==> config.mk <==
export PLATFORM = sky130hd
export DESIGN_NAME = flit_fifo_stall_watchdog_unit
export DESIGN_NICKNAME = d
export VERILOG_FILES = /design/src/rtl/ffsw_pkg.sv /design/src/rtl/flit_fifo_stall_watchdog_unit.sv /design/src/rtl/ffsw_ram.sv /design/src/rtl/ffsw_core.sv
export SDC_FILE = /design/constraint.sdc
export NUM_CORES = 2
export LEC_CHECK = 0
export ABC_AREA = 1
export BUFFER_PORTS_ARGS = -buffer_cell sky130_fd_sc_hd__buf_2
export CORE_ASPECT_RATIO = 1.25
export CORE_UTILIZATION = 40
export CTS_BUF_LIST = sky130_fd_sc_hd__clkbuf_4 sky130_fd_sc_hd__clkbuf_8
export DETAILED_ROUTE_END_ITERATION = 16
export GPL_ROUTABILITY_DRIVEN = 0
export SLEW_MARGIN = 20
export SYNTH_ARGS = -nofsm -noshare
export SYNTH_HDL_FRONTEND = slang
export SYNTH_SLANG_ARGS = --single-unit
==> constraint.sdc <==
create_clock -name clk -period 29.1 [get_ports clk]
set_clock_uncertainty 0.1 [all_clocks]
set_input_delay 8.73 -clock clk [delete_from_list [all_inputs] [get_ports clk]]
set_output_delay 8.73 -clock clk [all_outputs]
set_load 0.01 [all_outputs]
==> src/rtl/ffsw_pkg.sv <==
// Package for the flit FIFO with head-stall watchdog.
// Holds the sizes, the word structs and the operation, status and state codes.
// Has no dependencies.
package ffsw_pkg;

  localparam int DEPTH      = 16;
  localparam int DATA_WIDTH = 64;
  localparam int PTR_W      = (DEPTH > 1) ? $clog2(DEPTH) : 1;
  localparam int CNT_W      = $clog2(DEPTH + 1);
  localparam int SEQ_W      = 32;
  localparam int LIMIT_W    = 5;
  localparam int THR_W      = 20;
  localparam int STALL_W    = 21;
  localparam int CFG_IDX_W  = 1;
  localparam int CFG_DATA_W = 20;

  localparam logic [LIMIT_W-1:0]   LIMIT_RESET = LIMIT_W'(16);
  localparam logic [THR_W-1:0]     THR_RESET   = THR_W'(50000);
  localparam logic [STALL_W-1:0]   STALL_MAX   = {STALL_W{1'b1}};

  typedef enum logic [1:0] {
    OP_PUSH = 2'd0,
    OP_POP  = 2'd1,
    OP_PEEK = 2'd2,
    OP_TICK = 2'd3
  } op_t;

  typedef enum logic [1:0] {
    ST_OK          = 2'd0,
    ST_DROPPED     = 2'd1,
    ST_EMPTY       = 2'd2,
    ST_FALSE_ALARM = 2'd3
  } status_t;

  typedef enum logic [CFG_IDX_W-1:0] {
    CFG_DEPTH_LIMIT     = 1'b0,
    CFG_STALL_THRESHOLD = 1'b1
  } cfg_idx_t;

  typedef enum logic {
    FSM_IDLE = 1'b0,
    FSM_EXEC = 1'b1
  } fsm_t;

  typedef struct packed {
    logic [1:0]            operation;
    logic [63:0]           flit_data;
    logic [SEQ_W-1:0]      flit_seq;
  } in_word_t;

  typedef struct packed {
    logic [63:0]           out_data;
    logic [SEQ_W-1:0]      out_seq;
    logic                  out_valid;
    logic [1:0]            status;
    logic [4:0]            occupancy;
    logic [4:0]            free_slots;
    logic [4:0]            peak_occupancy;
    logic                  stalled;
    logic                  deadlock_seen;
  } out_word_t;

  typedef struct packed {
    logic [DATA_WIDTH-1:0] data;
    logic [SEQ_W-1:0]      seq;
  } ram_word_t;

  typedef struct packed {
    logic                  we;
    logic [PTR_W-1:0]      addr;
    ram_word_t             wdata;
  } ram_wr_t;

endpackage

==> src/rtl/flit_fifo_stall_watchdog_unit.sv <==
// Top level of the flit FIFO with head-stall watchdog.
// Sequencer, item and result registers; uses ffsw_pkg, ffsw_ram and ffsw_core.
//
//   channel  | ports                                   | direction
//   ---------+-----------------------------------------+----------
//   input    | in_valid, in_stall, in_word             | in
//   result   | out_valid, out_stall, out_word          | out
//   config   | cfg_we, cfg_index, cfg_wdata            | in
//
// On accept the read of the head entry from the flit RAM starts; in the EXEC state
// the word then executes and loads the result register.
// A new word is taken while a result still waits in that register.
// Reset is synchronous; the flit RAM is not cleared and needs no clearing pass.
// When the result register is full and stalled, execution waits for it.
module flit_fifo_stall_watchdog_unit
  import ffsw_pkg::*;
(
  input  logic                  clk,
  input  logic                  rst_n,
  input  logic                  in_valid,
  output logic                  in_stall,
  input  in_word_t              in_word,
  output logic                  out_valid,
  input  logic                  out_stall,
  output out_word_t             out_word,
  input  logic                  cfg_we,
  input  logic [CFG_IDX_W-1:0]  cfg_index,
  input  logic [CFG_DATA_W-1:0] cfg_wdata
);

  fsm_t       state_r, state_nxt;
  in_word_t   item_r;
  out_word_t  out_word_r;
  logic       out_valid_r, out_valid_nxt;
  logic       accept;
  logic       commit;
  logic [PTR_W-1:0] head_ptr;
  ram_wr_t    ram_wr;
  ram_word_t  head_word;
  out_word_t  result;

  ffsw_ram #(
    .WIDTH ($bits(ram_word_t)),
    .DEPTH (DEPTH)
  ) u_ram (
    .clk   (clk),
    .we    (ram_wr.we),
    .waddr (ram_wr.addr),
    .wdata (ram_wr.wdata),
    .re    (accept),
    .raddr (head_ptr),
    .rdata (head_word)
  );

  ffsw_core u_core (
    .clk       (clk),
    .rst_n     (rst_n),
    .cfg_we    (cfg_we),
    .cfg_index (cfg_index),
    .cfg_wdata (cfg_wdata),
    .commit    (commit),
    .item      (item_r),
    .head_word (head_word),
    .head_ptr  (head_ptr),
    .ram_wr    (ram_wr),
    .result    (result)
  );

  always_comb begin
    state_nxt     = state_r;
    in_stall      = 1'b1;
    accept        = 1'b0;
    commit        = 1'b0;
    out_valid_nxt = out_valid_r && out_stall;
    case (state_r)
      FSM_IDLE: begin
        in_stall = 1'b0;
        accept   = in_valid;
        if (in_valid) begin
          state_nxt = FSM_EXEC;
        end
      end
      FSM_EXEC: begin
        if (!out_valid_r || !out_stall) begin
          commit        = 1'b1;
          out_valid_nxt = 1'b1;
          state_nxt     = FSM_IDLE;
        end
      end
      default: begin
        state_nxt = FSM_IDLE;
      end
    endcase
  end

  always_ff @(posedge clk) begin
    if (!rst_n) begin
      state_r     <= FSM_IDLE;
      out_valid_r <= 1'b0;
    end else begin
      state_r     <= state_nxt;
      out_valid_r <= out_valid_nxt;
    end
  end

  always_ff @(posedge clk) begin
    if (accept) begin
      item_r <= in_word;
    end
    if (commit) begin
      out_word_r <= result;
    end
  end

  assign out_valid = out_valid_r;
  assign out_word  = out_word_r;

endmodule

==> src/rtl/ffsw_ram.sv <==
// Generic single-port-write, single-port-read synchronous RAM.
// Read data is registered. No dependencies.
module ffsw_ram #(
  parameter int WIDTH  = 96,
  parameter int DEPTH  = 16,
  parameter int ADDR_W = (DEPTH > 1) ? $clog2(DEPTH) : 1
) (
  input  logic              clk,
  input  logic              we,
  input  logic [ADDR_W-1:0] waddr,
  input  logic [WIDTH-1:0]  wdata,
  input  logic              re,
  input  logic [ADDR_W-1:0] raddr,
  output logic [WIDTH-1:0]  rdata
);

  logic [WIDTH-1:0] mem [DEPTH];

  always_ff @(posedge clk) begin
    if (we) begin
      mem[waddr] <= wdata;
    end
  end

  always_ff @(posedge clk) begin
    if (re) begin
      rdata <= mem[raddr];
    end
  end

endmodule

==> src/rtl/ffsw_core.sv <==
// Queue pointers, fill and peak counts, watchdog and configuration registers.
// Computes one result from the head entry read out of ffsw_ram; uses ffsw_pkg.
module ffsw_core
  import ffsw_pkg::*;
(
  input  logic                  clk,
  input  logic                  rst_n,
  input  logic                  cfg_we,
  input  logic [CFG_IDX_W-1:0]  cfg_index,
  input  logic [CFG_DATA_W-1:0] cfg_wdata,
  input  logic                  commit,
  input  in_word_t              item,
  input  ram_word_t             head_word,
  output logic [PTR_W-1:0]      head_ptr,
  output ram_wr_t               ram_wr,
  output out_word_t             result
);

  logic [LIMIT_W-1:0] depth_limit_r;
  logic [THR_W-1:0]   stall_thr_r;
  logic [PTR_W-1:0]   head_r, head_nxt;
  logic [PTR_W-1:0]   tail_r, tail_nxt;
  logic [CNT_W-1:0]   fill_r, fill_nxt;
  logic [CNT_W-1:0]   peak_r, peak_nxt;
  logic [SEQ_W-1:0]   wseq_r, wseq_nxt;
  logic               wvalid_r, wvalid_nxt;
  logic [STALL_W-1:0] stall_r, stall_nxt;
  logic               dead_r, dead_nxt;
  logic [CNT_W-1:0]   limit;
  logic               stalled;
  status_t            status;

  function automatic logic [PTR_W-1:0] next_slot(input logic [PTR_W-1:0] p);
    next_slot = (p == PTR_W'(DEPTH - 1)) ? '0 : p + PTR_W'(1);
  endfunction

  always_comb begin
    if (depth_limit_r == '0) begin
      limit = CNT_W'(1);
    end else if (depth_limit_r > LIMIT_W'(DEPTH)) begin
      limit = CNT_W'(DEPTH);
    end else begin
      limit = CNT_W'(depth_limit_r);
    end
  end

  always_comb begin
    head_nxt   = head_r;
    tail_nxt   = tail_r;
    fill_nxt   = fill_r;
    peak_nxt   = peak_r;
    wseq_nxt   = wseq_r;
    wvalid_nxt = wvalid_r;
    stall_nxt  = stall_r;
    dead_nxt   = dead_r;
    status     = ST_OK;
    ram_wr.we    = 1'b0;
    ram_wr.addr  = tail_r;
    ram_wr.wdata = '{data: item.flit_data[DATA_WIDTH-1:0], seq: item.flit_seq};
    result       = '0;
    case (op_t'(item.operation))
      OP_PUSH: begin
        if (fill_r >= limit) begin
          status = ST_DROPPED;
        end else begin
          ram_wr.we = commit;
          tail_nxt  = next_slot(tail_r);
          fill_nxt  = fill_r + CNT_W'(1);
          if (fill_nxt > peak_r) begin
            peak_nxt = fill_nxt;
          end
        end
      end
      OP_POP, OP_PEEK: begin
        if (fill_r == '0) begin
          status = ST_EMPTY;
        end else begin
          result.out_data  = 64'(head_word.data);
          result.out_seq   = head_word.seq;
          result.out_valid = 1'b1;
          if (op_t'(item.operation) == OP_POP) begin
            head_nxt = next_slot(head_r);
            fill_nxt = fill_r - CNT_W'(1);
          end
        end
      end
      OP_TICK: begin
        if (fill_r != '0) begin
          if (wvalid_r && wseq_r == head_word.seq) begin
            if (stall_r != STALL_MAX) begin
              stall_nxt = stall_r + STALL_W'(1);
            end
          end else begin
            if (dead_r) begin
              status = ST_FALSE_ALARM;
            end
            wseq_nxt   = head_word.seq;
            wvalid_nxt = 1'b1;
            stall_nxt  = '0;
          end
          if (stall_nxt > STALL_W'(stall_thr_r)) begin
            dead_nxt = 1'b1;
          end
        end
      end
      default: begin
        status = ST_OK;
      end
    endcase
    stalled               = stall_nxt > STALL_W'(stall_thr_r);
    result.status         = status;
    result.occupancy      = 5'(fill_nxt);
    result.free_slots     = (fill_nxt >= limit) ? 5'd0 : 5'(limit - fill_nxt);
    result.peak_occupancy = 5'(peak_nxt);
    result.stalled        = stalled;
    result.deadlock_seen  = dead_nxt;
  end

  assign head_ptr = head_r;

  always_ff @(posedge clk) begin
    if (!rst_n) begin
      depth_limit_r <= LIMIT_RESET;
      stall_thr_r   <= THR_RESET;
    end else if (cfg_we) begin
      case (cfg_idx_t'(cfg_index))
        CFG_DEPTH_LIMIT:     depth_limit_r <= cfg_wdata[LIMIT_W-1:0];
        CFG_STALL_THRESHOLD: stall_thr_r   <= cfg_wdata[THR_W-1:0];
        default:             depth_limit_r <= depth_limit_r;
      endcase
    end
  end

  always_ff @(posedge clk) begin
    if (!rst_n) begin
      head_r   <= '0;
      tail_r   <= '0;
      fill_r   <= '0;
      peak_r   <= '0;
      wseq_r   <= '0;
      wvalid_r <= 1'b0;
      stall_r  <= '0;
      dead_r   <= 1'b0;
    end else if (commit) begin
      head_r   <= head_nxt;
      tail_r   <= tail_nxt;
      fill_r   <= fill_nxt;
      peak_r   <= peak_nxt;
      wseq_r   <= wseq_nxt;
      wvalid_r <= wvalid_nxt;
      stall_r  <= stall_nxt;
      dead_r   <= dead_nxt;
    end
  end

endmodule
* Yosys cells after proc, flatten, opt, wreduce, memory -nomap -nowiden
Memory sizes are Yosys's and may differ from the RTL's. A register that Yosys moved wholly into a read port is not among the register bits. Index checks and enable logic that the tools add are counted.
Word-level totals: bits in registers 314, bits in writable memories 1536, output and inout bits 118, logic and storage cells 106, memories kept 1
Memory list:
- u_ram.mem | depth 16, width 96, rd ports 1, clocked after memory_dff 1, write ports 1, RTL line ffsw_ram.sv:17 | logic [WIDTH-1:0] mem [DEPTH];
Operators by class: add/subtract/negate cells 6, magnitude comparators 6, equality and inequality tests 7, multiplexer cells 40, bitwise logic cells 6, reductions and logical operators 16
Operators with widths (count):
- 21-bit 2-to-1 mux | 6
- 21-bit by 20-bit greater-than comparator with 1-bit output | 2
- 5-bit 2-to-1 mux | 8
- 32-bit == test | 1
- 21-bit by 1-bit adder with 21-bit output, second input constant | 1
- 21-bit != test, second input constant | 1
- 1-bit 2-to-1 mux | 17
- 5-bit >= comparator | 2
- 5-bit zero test | 2
- 5-bit one-hot mux with 2 select lines | 1
- 4-bit by 1-bit adder with 4-bit output, second input constant | 2
- 4-bit == test, second input constant | 2
- 2-bit 2-to-1 mux | 4
- 4-bit 2-to-1 mux | 2
- 4-bit AND reduction | 2
- 1-bit inverter | 6
- 2-bit one-hot mux with 3 select lines | 1
- 5-bit by 1-bit adder with 5-bit output, second input constant | 1
- 5-bit greater-than comparator | 1
- 5-bit greater-than comparator, second input constant | 1
- 5-bit nonzero test | 1
- 5-bit by 1-bit subtractor with 5-bit output, second input constant | 1
- 5-bit subtractor | 1
- 2-bit == test, second input constant | 2
- 9 further kinds | 13

* Logic depth before layout (Yosys ltp)
depth in word-level cells 9, mapped depth 28, gate-level depth less buffers 27

* Modules after synthesis
From an unflattened synthesis, not the netlist that was laid out.
Second synthesis, totals: cells, all modules 8006, area, all modules 84083.1 um2
Modules (own cells, without submodules):
- ffsw_ram | instances 1, cells an instance 6302, area an instance 68604.5 um2
- ffsw_core | instances 1, cells an instance 1480, area an instance 8972.4 um2
- flit_fifo_stall_watchdog_unit | instances 1, cells an instance 224, area an instance 6506.2 um2

* Worst setup path after synthesis
OpenSTA, ideal clock, no wires.
path kind input to register, start point in in_valid, end point reg item_r[0] (netlist name), enable pin, setup time 758 ps, arrival time 16918 ps, data required time 28242 ps, path slack 11324 ps, cell stages on the path 2, path through inv_1 -> nor2_1
Between the ends: longest elaborated chain between the ends 1
Ends and longest elaborated chain:
- from (decl) | RTL line flit_fifo_stall_watchdog_unit.sv:20 | input logic in_valid,
- 1-bit 2-to-1 mux | RTL line flit_fifo_stall_watchdog_unit.sv:75 | case (state_r)
- net accept | RTL line flit_fifo_stall_watchdog_unit.sv:35 | logic accept;
- to (signal assigned) | RTL line flit_fifo_stall_watchdog_unit.sv:108 | item_r <= in_word;
- to (decl) | RTL line flit_fifo_stall_watchdog_unit.sv:32 | in_word_t item_r;
The timed path passes the listed nets, and every way through them passes these cells. A chain may end at the register's enable or synchronous reset.

* Worst setup path after layout
start point in out_stall, end point mem u_ram.mem[13][39], enable pin
Between the ends: longest elaborated chain between the ends 8
Ends and longest elaborated chain:
- from (decl) | RTL line flit_fifo_stall_watchdog_unit.sv:24 | input logic out_stall,
- 1-bit zero test | RTL line flit_fifo_stall_watchdog_unit.sv:84 | if (!out_valid_r || !out_stall) begin
- 1-bit logical OR | RTL line flit_fifo_stall_watchdog_unit.sv:84
- 1-bit 2-to-1 mux | RTL line flit_fifo_stall_watchdog_unit.sv:84
- 1-bit 2-to-1 mux | RTL line flit_fifo_stall_watchdog_unit.sv:75
- net commit | RTL line flit_fifo_stall_watchdog_unit.sv:36 | logic commit;
- 1-bit 2-to-1 mux | RTL line ffsw_core.sv:63 | if (fill_r >= limit) begin
- 1-bit 2-to-1 mux | RTL line ffsw_core.sv:61 | case (op_t'(item.operation))
- 1-bit 2-to-1 mux | RTL line ffsw_ram.sv:20 | if (we) begin
- 1-bit 2-to-1 mux (not written as such) | RTL line ffsw_ram.sv:21 | mem[waddr] <= wdata;
- to (decl) | RTL line ffsw_ram.sv:17
The timed path passes the listed nets, and every way through them passes these cells.

==> flow_summary.ini <==
[synth]
synth_edf_count = 1846
synth.cell_area_um2 = 76600
async_flop_share_pct = 0
synth_warnings = 0
synth_nets = 5849
synth_seq_cells = 1946
ys_seq_area_share_pct = 75.0
synth_ff_type = edfxtp_1
synth_cell_types = 49
synth_area_per_cell_um2 = 13.5
synthCells = 5656

[worst_setup_path]
worstPathBufferInverterCount = 5
r2r_slack_ns = 23.32
crit_family = buffers and inverters
cp-end-kind = flip-flop
max_stage_delay_ns = 0.82
path_cells = buf_2, nand2_1, nand2_1, inv_6, nand2_1, inv_1, nand2_1, nor2_4, buf_4, buf_4
worstSetupPathType = primary input to flip-flop
required_ns = 29.59
cp_common_cell = nand2_1
cp-start-kind = primary input
path_max_fanout = 66
critPathArrivalTime_ns = 12.80
crit_slowest_cell = buf_4

[global_routing]
grt_busiest_layer = met2
gr-usage-met1_pct = 26.4
grt_pass1_wl_um = 288000
grt_pass1_vias = 46700
grt_use_met3_pct = 3.40
overflow = 0
antenna_found_initial = 12
grtUsageTotal_pct = 19.5
grt_max_degree = 210
groute.layer.met2.usage_pct = 32.0

[cells_and_area]
layout-drive-gt1-share_pct = 13.7
areaGrowthSynthToFinish_pct = 12.9
fin_nets = 6143
final_cells = 8706
fin_util_pct = 45.4

[sta]
hold_violations = 0
setup_viol = 0
period_share_pct = 42.3
slew_viol_final = 0
clock.fmax_mhz = 81.2
setup_ws_ns = 16.79
setup_tns_ns = 0
relSlewSlack_pct = 22.4
tightest_slew_ns = 1.16
rsz0062_at_grt = no
fin_crit_ns = 12.31

[drt]
avgRoutedWirePerCell_um = 22.0
via_per_inst = 5.38
vias = 46900
drtAntennaViolNets = 0
post-route-drc-count = 0
dr.pass1.iters = 6
drt_iter0_drc = 3685
routed_wl_um = 192000

[floorplanning]
ios = 242
start_util_pct = 40.2
rows = 179
die_h_um = 491
die_area_um2 = 193000
die_x_um = 393
coreArea_um2 = 190000

[power_and_ir_drop]
finalPower_mw = 5.68
switching_share_pct = 21.7
seq_power_share_pct = 55.9
comb_power_share_pct = 3.0
powerDensity_nw_per_um2 = 65.6
ir_drop_mv = 0.0477
power.switching_mw = 1.23
power.share.clock_pct = 41.1
p_leak_nw = 29.0
p_int_mw = 4.44

[placement]
pre_cts_ws_ns = 15.67
dpl.hpwl_um = 108000
placed_cells = 8162
port_buffers = 241

[clock_network]
root_buffer = clkbuf_8
cts_setup_buffers = 0
hold_buffers = 0
path_clk_slew_ns = 0.06
clock_path_buffers = 4
post_cts_resized = 0
cts_max_level = 5
clk_latency_ns = 1.04
clock-sinks = 1946
cts-buffers-inserted = 320
tritoncts = done

[outcome]
status = complete, no violations

[hold_path]
hp-class = flip-flop to flip-flop

[job]
drv_cap = 0
-- cell usage in the layout (no fill, tap or decap), drive strengths merged, types with 12 or more instances in the layout --
cell,netlist,final
buf,87,310
ha,68,68
nor2,1056,1056
o32ai,218,218
clkbuf,251,421
nand2,466,466
o221ai,167,167
bufinv,0,12
o211ai,36,36
a21oi,123,123
clkinv,1,98
dfxtp,100,100
inv,269,271
nand3,232,232
mux2i,167,167
o21ai,475,475
edfxtp,1846,1846
nand4,25,25
nor3,22,22
-- sequential cells by signal, indices dropped and copies added (netlist names) --
register              count
u_core.wvalid_r           1
u_core.dead_r             1
u_core.head_ptr           4
u_ram.mem              1536
item_r                   98
u_core.fill_r             5
u_core.stall_thr_r       20
u_ram.rdata              96
out_word                116
u_core.peak_r             5
out_valid                 1
u_core.wseq_r            32
u_core.tail_r             4
u_core.depth_limit_r      5
u_core.stall_r           21
state_r                   1
-- kinds of logic (layout without fill, tap and decap cells) --
group                      after synthesis  in the layout  synth area share [%]
muxes                                  167            167                  2.18
adders and majority gates               69             69                  1.14
AOI/OAI and AO/OA                     1031           1031                  8.78
and+or+nand+nor                       1821           1821                  9.67
DFF                                   1946           1946                  75.0
other                                    0              3                     0
buffers and inverters                  608           1121                  3.11
xor gates and xnor gates                14             14                 0.160
-- power groups by stage --
stage	combinational [mW]	sequential, mW	clock (mW)
2_1_floorplan	0.100	3.21	0
3_3_place_gp	0.171	3.23	0
3_5_place_dp	0.173	3.23	0
4_1_cts	0.174	3.17	2.39
5_1_grt	0.192	3.18	2.50
6_report	0.171	3.17	2.33
-- path summary, 6_finish.rpt --
check	end	cells after the start	startpoint
setup / recovery	u_ram.mem[13][39]$_DFFE_PP_	10	out_stall
hold / removal	u_core.peak_r[3]$_SDFFE_PN0P_	2	u_core.peak_r[3]$_SDFFE_PN0P_
setup reg to reg	u_ram.mem[13][39]$_DFFE_PP_	14	u_core.depth_limit_r[4]$_SDFFE_PN1P_
hold reg to reg	u_core.peak_r[3]$_SDFFE_PN0P_	2	u_core.peak_r[3]$_SDFFE_PN0P_
-- stage by stage --
stage	hold WS [ns]	cell area [um^2]
5_1_grt	0.379	86500
4_1_cts	0.362	86500
2_1_floorplan	0.326	76600
3_3_place_gp	0.353	80400
3_5_place_dp	0.346	80400
6_report	0.362	86500
-- cell type report --
class / count / area [um^2]
clock buffer: 421 / 5250
fill: 17000 / 104000
multi-input combinational: 3102 / 16900
tap: 2534 / 3170
timing repair buffer: 310 / 1780
sequential: 1946 / 57400
inverter: 270 / 1040
antenna: 3 / 7.51
clock inverter: 120 / 852
-- routing by layer --
metal	share of wire, %	wire length, um
met5	0.025	48
met1	44	84000
met4	2.2	4240
met3	5.9	11200
met2	48	92500
-- worst register-to-register path, stage by stage (launching register included) --
cell	delay [ns]
dfxtp_1	0.37
inv_1	0.10
o21ai_0	0.33
ha_1	0.33
nand2_1	0.09
o21ai_0	0.10
nor2_1	0.10
nand2_1	0.16
nor2_2	0.60
nand2_1	0.31
inv_1	0.25
nand2_1	0.27
nor2_4	0.72
buf_4	0.82
buf_4	0.70
-- synth_stat cells (all sizes together), types with 5 or more instances --
| cell type | number | area share, % |
|---|---|---|
| a21oi | 123 | 0.80 |
| buf | 87 | 0.55 |
| clkbuf | 251 | 1.2 |
| dfxtp | 100 | 2.6 |
| edfxtp | 1846 | 72 |
| ha | 68 | 1.1 |
| inv | 269 | 1.3 |
| mux2i | 167 | 2.2 |
| nand2 | 466 | 2.3 |
| nand3 | 232 | 1.6 |
| nand3b | 6 | 0.059 |
| nand4 | 25 | 0.22 |
| nor2 | 1056 | 5.2 |
| nor3 | 22 | 0.17 |
| o211ai | 36 | 0.35 |
| o21ai | 475 | 3.1 |
| o21bai | 5 | 0.049 |
| o221ai | 167 | 1.9 |
| o32ai | 218 | 2.5 |
| xnor2 | 5 | 0.057 |
| xor2 | 9 | 0.10 |
Power figures use the tool's default switching activity.
